File: config.mk
export PLATFORM = sky130hd
export DESIGN_NAME = video_line_sync_sequencer_core
export DESIGN_NICKNAME = d
export VERILOG_FILES = /design/src/design/vlss_pkg.sv /design/src/design/video_line_sync_sequencer_core.sv
export SDC_FILE = /design/constraint.sdc
export NUM_CORES = 1
export LEC_CHECK = 0
export ABC_AREA = 0
export BUFFER_PORTS_ARGS = -buffer_cell sky130_fd_sc_hd__buf_2
export CAP_MARGIN = 25
export CORE_UTILIZATION = 66
export CTS_BUF_LIST = sky130_fd_sc_hd__clkbuf_8
export DETAILED_ROUTE_END_ITERATION = 8
export PLACE_DENSITY = 0.85
export SLEW_MARGIN = 20
export SYNTH_ARGS = -nofsm -noshare
export SYNTH_HDL_FRONTEND = slang
export SYNTH_SLANG_ARGS = --single-unit
File: constraint.sdc
create_clock -name clk -period 7.3 [get_ports clk]
set_input_delay 0.365 -clock clk [delete_from_list [all_inputs] [get_ports clk]]
set_output_delay 0.365 -clock clk [all_outputs]
set_load 0.02 [all_outputs]
File: src/design/vlss_pkg.sv
// shared constants for the video line sync sequencer
package vlss_pkg;

  localparam int CNT_W   = 8;
  localparam int PHASE_W = 3;
  localparam int SRC_W   = 2;
  localparam int DRIVE_W = 3;
  localparam int TASK_W  = 2;
  localparam int CFG_W   = 8;
  localparam int CFG_IDX_W = 3;
  localparam int IN_DATA_W  = 8;
  localparam int OUT_DATA_W = 16;

  // frame phases
  localparam logic [PHASE_W-1:0] PH_SINGLE = 3'd0;
  localparam logic [PHASE_W-1:0] PH_ALL    = 3'd1;
  localparam logic [PHASE_W-1:0] PH_BOTTOM = 3'd2;
  localparam logic [PHASE_W-1:0] PH_VSYNC  = 3'd3;
  localparam logic [PHASE_W-1:0] PH_TOP    = 3'd4;

  // pattern sources
  localparam logic [SRC_W-1:0] SRC_LOWER = 2'd0;
  localparam logic [SRC_W-1:0] SRC_UPPER = 2'd1;
  localparam logic [SRC_W-1:0] SRC_HSYNC = 2'd2;

  // task window codes
  localparam logic [TASK_W-1:0] TASK_NONE  = 2'd0;
  localparam logic [TASK_W-1:0] TASK_SHORT = 2'd1;
  localparam logic [TASK_W-1:0] TASK_LONG  = 2'd2;

  localparam logic [DRIVE_W-1:0] DRIVE_OFF = 3'd0;

  // configuration register indexes
  localparam logic [CFG_IDX_W-1:0] REG_ACTIVE_END = 3'd0;
  localparam logic [CFG_IDX_W-1:0] REG_BOTTOM_END = 3'd1;
  localparam logic [CFG_IDX_W-1:0] REG_VSYNC_CNT  = 3'd2;
  localparam logic [CFG_IDX_W-1:0] REG_TOP_CNT    = 3'd3;
  localparam logic [CFG_IDX_W-1:0] REG_SINGLE_SEL = 3'd4;
  localparam logic [CFG_IDX_W-1:0] REG_VIDEO_EN   = 3'd5;

  // bank select mask on the line counter
  localparam logic [2:0] LOW3_MASK = 3'h7;

  typedef struct packed {
    logic [PHASE_W-1:0] phase;
    logic [TASK_W-1:0]  task_trig;
    logic [DRIVE_W-1:0] drive;
    logic               reload;
    logic [SRC_W-1:0]   src;
  } result_t;

endpackage

File: src/design/video_line_sync_sequencer_core.sv
// video line sync sequencer: per-line phase, bank and pin drive sequencing
// an accepted line-end transfer's result is registered and shows on out_tdata in the next cycle
// throughput: one input transfer per cycle while the output register is free or draining,
//   set by the single compare/update step on the phase and line counter registers
// an input transfer with line_end low is taken and produces no result
// rst_n is synchronous, active low: phase all lines, counter zero, registers at defaults
module video_line_sync_sequencer_core
  import vlss_pkg::*;
(
  input  logic                  clk,
  input  logic                  rst_n,
  // configuration writes
  input  logic                  cfg_we,
  input  logic [CFG_IDX_W-1:0]  cfg_index,
  input  logic [CFG_W-1:0]      cfg_wdata,
  // input stream
  input  logic                  in_tvalid,
  output logic                  in_tready,
  input  logic [IN_DATA_W-1:0]  in_tdata,   // [0] line_end, rest zero
  // result stream
  output logic                  out_tvalid,
  input  logic                  out_tready,
  output logic [OUT_DATA_W-1:0] out_tdata   // [1:0] pattern_source, [2] pattern_reload,
                                            // [5:3] video_drive, [7:6] task_trigger,
                                            // [10:8] frame_phase, rest zero
);

  // configuration registers
  logic [CNT_W-1:0] active_end_r;
  logic [CNT_W-1:0] bottom_end_r;
  logic [CNT_W-1:0] vsync_cnt_r;
  logic [CNT_W-1:0] top_cnt_r;
  logic [CNT_W-1:0] single_sel_r;
  logic             video_en_r;

  // sequencer state
  logic [PHASE_W-1:0] phase_r, phase_nxt;
  logic [CNT_W-1:0]   cnt_r, cnt_nxt;

  // result register
  logic    out_valid_r;
  result_t res_r;
  result_t res_nxt;

  logic             in_xfer;
  logic             step;
  logic [2:0]       low3;
  logic [DRIVE_W-1:0] drive_code;
  logic [SRC_W-1:0] bank_src;
  logic [CNT_W-1:0] cnt_inc;

  // the output register is the only buffer: take new input whenever it is free or draining
  assign in_tready = !out_valid_r || out_tready;
  assign in_xfer   = in_tvalid && in_tready;
  assign step      = in_xfer && in_tdata[0];

  assign out_tvalid = out_valid_r;
  assign out_tdata  = {{(OUT_DATA_W-$bits(result_t)){1'b0}}, res_r};

  // config write port
  always_ff @(posedge clk) begin
    if (!rst_n) begin
      active_end_r <= CNT_W'(240);
      bottom_end_r <= CNT_W'(250);
      vsync_cnt_r  <= CNT_W'(3);
      top_cnt_r    <= CNT_W'(9);
      single_sel_r <= '0;
      video_en_r   <= 1'b1;
    end else if (cfg_we) begin
      case (cfg_index)
        REG_ACTIVE_END: active_end_r <= cfg_wdata;
        REG_BOTTOM_END: bottom_end_r <= cfg_wdata;
        REG_VSYNC_CNT:  vsync_cnt_r  <= cfg_wdata;
        REG_TOP_CNT:    top_cnt_r    <= cfg_wdata;
        REG_SINGLE_SEL: single_sel_r <= cfg_wdata;
        REG_VIDEO_EN:   video_en_r   <= cfg_wdata[0];
        default: ;
      endcase
    end
  end

  // bank and pin line come from the counter before the increment
  assign low3       = cnt_r[2:0] & LOW3_MASK;
  assign drive_code = DRIVE_W'(3'd4 - {1'b0, low3[1:0]});
  assign bank_src   = (low3 inside {3'd3, 3'd4, 3'd5, 3'd6}) ? SRC_UPPER : SRC_LOWER;
  assign cnt_inc    = cnt_r + CNT_W'(1);

  // phase machine, evaluated on the incremented counter
  always_comb begin
    phase_nxt         = phase_r;
    cnt_nxt           = cnt_inc;
    res_nxt.src       = bank_src;
    res_nxt.reload    = 1'b0;
    res_nxt.drive     = DRIVE_OFF;
    res_nxt.task_trig = TASK_NONE;
    case (phase_r)
      PH_SINGLE, PH_ALL: begin
        if (cnt_inc >= active_end_r) begin
          // counter keeps running into bottom blank
          phase_nxt         = PH_BOTTOM;
          res_nxt.reload    = 1'b1;
          res_nxt.src       = SRC_LOWER;
          res_nxt.task_trig = TASK_SHORT;
        end else if (phase_r == PH_SINGLE) begin
          res_nxt.drive = (cnt_inc == single_sel_r) ? drive_code : DRIVE_OFF;
        end else begin
          res_nxt.drive = video_en_r ? drive_code : DRIVE_OFF;
        end
      end
      PH_BOTTOM: begin
        if (cnt_inc >= bottom_end_r) begin
          cnt_nxt        = '0;
          phase_nxt      = PH_VSYNC;
          res_nxt.reload = 1'b1;
          res_nxt.src    = SRC_HSYNC;
        end
      end
      PH_VSYNC: begin
        if (cnt_inc >= vsync_cnt_r) begin
          cnt_nxt           = '0;
          phase_nxt         = PH_TOP;
          res_nxt.reload    = 1'b1;
          res_nxt.src       = SRC_LOWER;
          res_nxt.task_trig = TASK_LONG;
        end
      end
      PH_TOP: begin
        if (cnt_inc >= top_cnt_r) begin
          cnt_nxt        = '0;
          phase_nxt      = (single_sel_r != '0) ? PH_SINGLE : PH_ALL;
          res_nxt.reload = 1'b1;
          res_nxt.src    = SRC_LOWER;
        end
      end
      default: begin
        // unreachable phase codes recover to all-lines video
        cnt_nxt        = '0;
        phase_nxt      = PH_ALL;
        res_nxt.reload = 1'b1;
        res_nxt.src    = SRC_LOWER;
        res_nxt.drive  = drive_code;
      end
    endcase
    res_nxt.phase = phase_nxt;
  end

  // state and output handshake
  always_ff @(posedge clk) begin
    if (!rst_n) begin
      phase_r     <= PH_ALL;
      cnt_r       <= '0;
      out_valid_r <= 1'b0;
    end else begin
      if (step) begin
        phase_r <= phase_nxt;
        cnt_r   <= cnt_nxt;
      end
      if (in_tready) begin
        out_valid_r <= step;
      end
    end
  end

  // result payload
  always_ff @(posedge clk) begin
    if (step) begin
      res_r <= res_nxt;
    end
  end

endmodule

==> results.sh <==
export IMPL_status="finished clean"
export IMPL_drtIter0Drc=245
export IMPL_slew_viol_final=0
export IMPL_firstDrtPassIters=5
export IMPL_grt_max_degree=31
export IMPL_cts_hold_fix_buffers=0
export IMPL_core_area_mm2=0.00551
export IMPL_layout_commonest_cell="nand2_1"
export IMPL_tns_ps=0
export IMPL_fin_cells=524
export IMPL_syn_area_per_cell_um2=8.88
export IMPL_viasPerCell=5.99
export IMPL_cts_setup_buffers=0
export IMPL_holdWs_ps=278
export IMPL_synthToLayoutAreaGrowth_pct=9.88
export IMPL_mostFrequentLayoutCells="nand2_1, dfxtp_1, inv_1"
export IMPL_synthArstFlopShare_pct=0
export IMPL_p_leak_nw=1.80
export IMPL_antenna_cells=0
export IMPL_crit_arrival_ps=4100
export IMPL_antenna_found_initial=0
export IMPL_drc=0
export IMPL_wirelength_um=8620
export IMPL_cts_resized=0
export IMPL_dp_hpwl_um=6270
export IMPL_cp_max_fo=12
export IMPL_r2r_start="cnt_r[0]"
export IMPL_yosysWarnings=0
export IMPL_rsz0062_at_grt="no"
export IMPL_ys_seq_area_share_pct=37.1
export IMPL_drive_gt1_share_pct=12.4
export IMPL_hp_class="input port to flop"
export IMPL_postRouteAntennaNets=0
export IMPL_grt_use_total_pct=32.1
export IMPL_cts_path_max_buffers=2
export IMPL_start_util_pct=68.1
export IMPL_io_pins=42
export IMPL_grt_pass1_wl_um=14600
export IMPL_htree_levels=3
export IMPL_first_global_vias=3110
export IMPL_syn_inst=422
export IMPL_min_period_ps=3890
export IMPL_power_density_mw_per_mm2=191
export IMPL_ctsRootBufferMaster="clkbuf_8"
export IMPL_final_area_mm2=0.00412
export IMPL_die_height_um=77.4
export IMPL_rr_worst_depth=10
export IMPL_synth_flop_cell="dfxtp_1"
export IMPL_die_area_mm2=0.00599
export IMPL_synth_area_leaders="dfxtp_1, ha_1, edfxtp_1, nand2_1, inv_1"
export IMPL_min_from="in_tvalid"
export IMPL_setup_viol=0
export IMPL_cp_end_kind="flop"
export IMPL_drv_cap=0
export IMPL_yosysTopAreaCell="dfxtp_1"
export IMPL_crit_start="cnt_r[0]"
export IMPL_ys_ff_latch=64
export IMPL_synth_area_mm2=0.00375
export IMPL_gp_congestion=0.859
export IMPL_tightest_slew_ps=823
export IMPL_final_nets=507
export IMPL_num_vias=3138
export IMPL_critPathRequiredTime_ps=7510
export IMPL_cts_sinks=64
export IMPL_cts_tree="built"
export IMPL_wl_per_cell_um=16.5
export IMPL_cts_buffers=9
export IMPL_insertion_delay_ps=350
export IMPL_grt_ovfl_total=0
export IMPL_synth_top_area_share_pct=28.3
export IMPL_max_slew_margin_pct=44.8
export IMPL_dpl_instance_area_mm2=0.00392
export IMPL_rows=27
export IMPL_finalHoldViolations=0
export IMPL_ir_worst_vdd_mv=0.134
export IMPL_io_buffer_count=29
export IMPL_fin_skew_ps=7.76
export IMPL_worstHoldPathCells=3
export IMPL_max_freq_mhz=257
export IMPL_clk_pin_slew_ps=70
export IMPL_min_period_over_period_pct=53.3
export IMPL_synth_edff_count=11
export IMPL_path_class="flop to flop"
export IMPL_die_x_um=77.4
export IMPL_start_kind="flop"
export IMPL_synthDistinctLibCells=63
export IMPL_placed_cells=508
routing by layer:
layer | vias up | global-route usage (%) | share of wire (%)
met5 | - | 0 | 0
met3 | 26 | 4.24 | 6.4
met2 | 127 | 52.9 | 47
met4 | 0 | 16.0 | 2.9
met1 | 1458 | 41.4 | 44
li1 | 1527 | - | -
cells by family after synthesis:
group / share of synthesized area, %
other cells: 0.100
mux: 2.14
buf+inv: 6.54
compound gates: 18.2
xor+xnor: 4.94
fa+ha+maj: 12.0
flops: 37.1
simple gates: 19.0
sequential cells by signal, summed over array words and instances (netlist names):
| register | cells |
|---|---|
| active_end_r | 8 |
| single_sel_r | 8 |
| out_tvalid | 1 |
| top_cnt_r | 8 |
| video_en_r | 1 |
| out_tdata | 11 |
| bottom_end_r | 8 |
| cnt_r | 8 |
| vsync_cnt_r | 8 |
| phase_r | 3 |
path summary, 6_finish.rpt:
check                               endpoint  slack (ps)
worst min register to register  top_cnt_r[6]         450
worst max-delay path                cnt_r[1]        3410
worst min-delay path              out_tvalid         280
worst max register to register      cnt_r[1]        3410
final cells by class:
| cell class | instances | area [um^2] |
|---|---|---|
| sequential | 64 | 1390 |
| inverter | 39 | 146 |
| timing repair buffer | 31 | 160 |
| clock inverter | 7 | 80.1 |
| clock buffer | 9 | 124 |
| fill | 395 | 1390 |
| tap | 72 | 90.1 |
| multi-input combinational | 302 | 2130 |
where the power goes:
group          switching [W]  internal [W]  total (W)
logic              0.0000524     0.0000307  0.0000831
clock network       0.000139      0.000187   0.000326
registers         0.00000715      0.000369   0.000376
critical path, stage by stage, from the launching register on:
cell,delay (ps)
dfxtp_1,630
ha_1,390
nand3_1,170
xnor2_1,620
ha_1,240
o211a_1,150
a211oi_1,50
o31ai_1,550
a31oi_2,240
a31oi_1,550
o32ai_1,160
synth_stat cells, drive strengths merged (7+ instances only):
cell type,n
nand3,12
a21oi,25
dfxtp,53
clkbuf,15
nor2,30
a21o,7
o211ai,12
nand2,71
nand2b,10
edfxtp,11
ha,36
inv,38
mux2i,8
stage by stage:
| stage | util [%] | power, W | worst slack, ps |
|---|---|---|---|
| finish | 74.8 | 0.000785 | 3410 |
| global route | 74.8 | 0.000807 | 3100 |
| CTS | 74.8 | 0.000783 | 3440 |
| detailed placement | 71.1 | 0.000466 | 3510 |
| global placement | 71.1 | 0.000462 | 3590 |
| floorplan | - | 0.000440 | 4310 |
(Power assumes the default switching activity.)
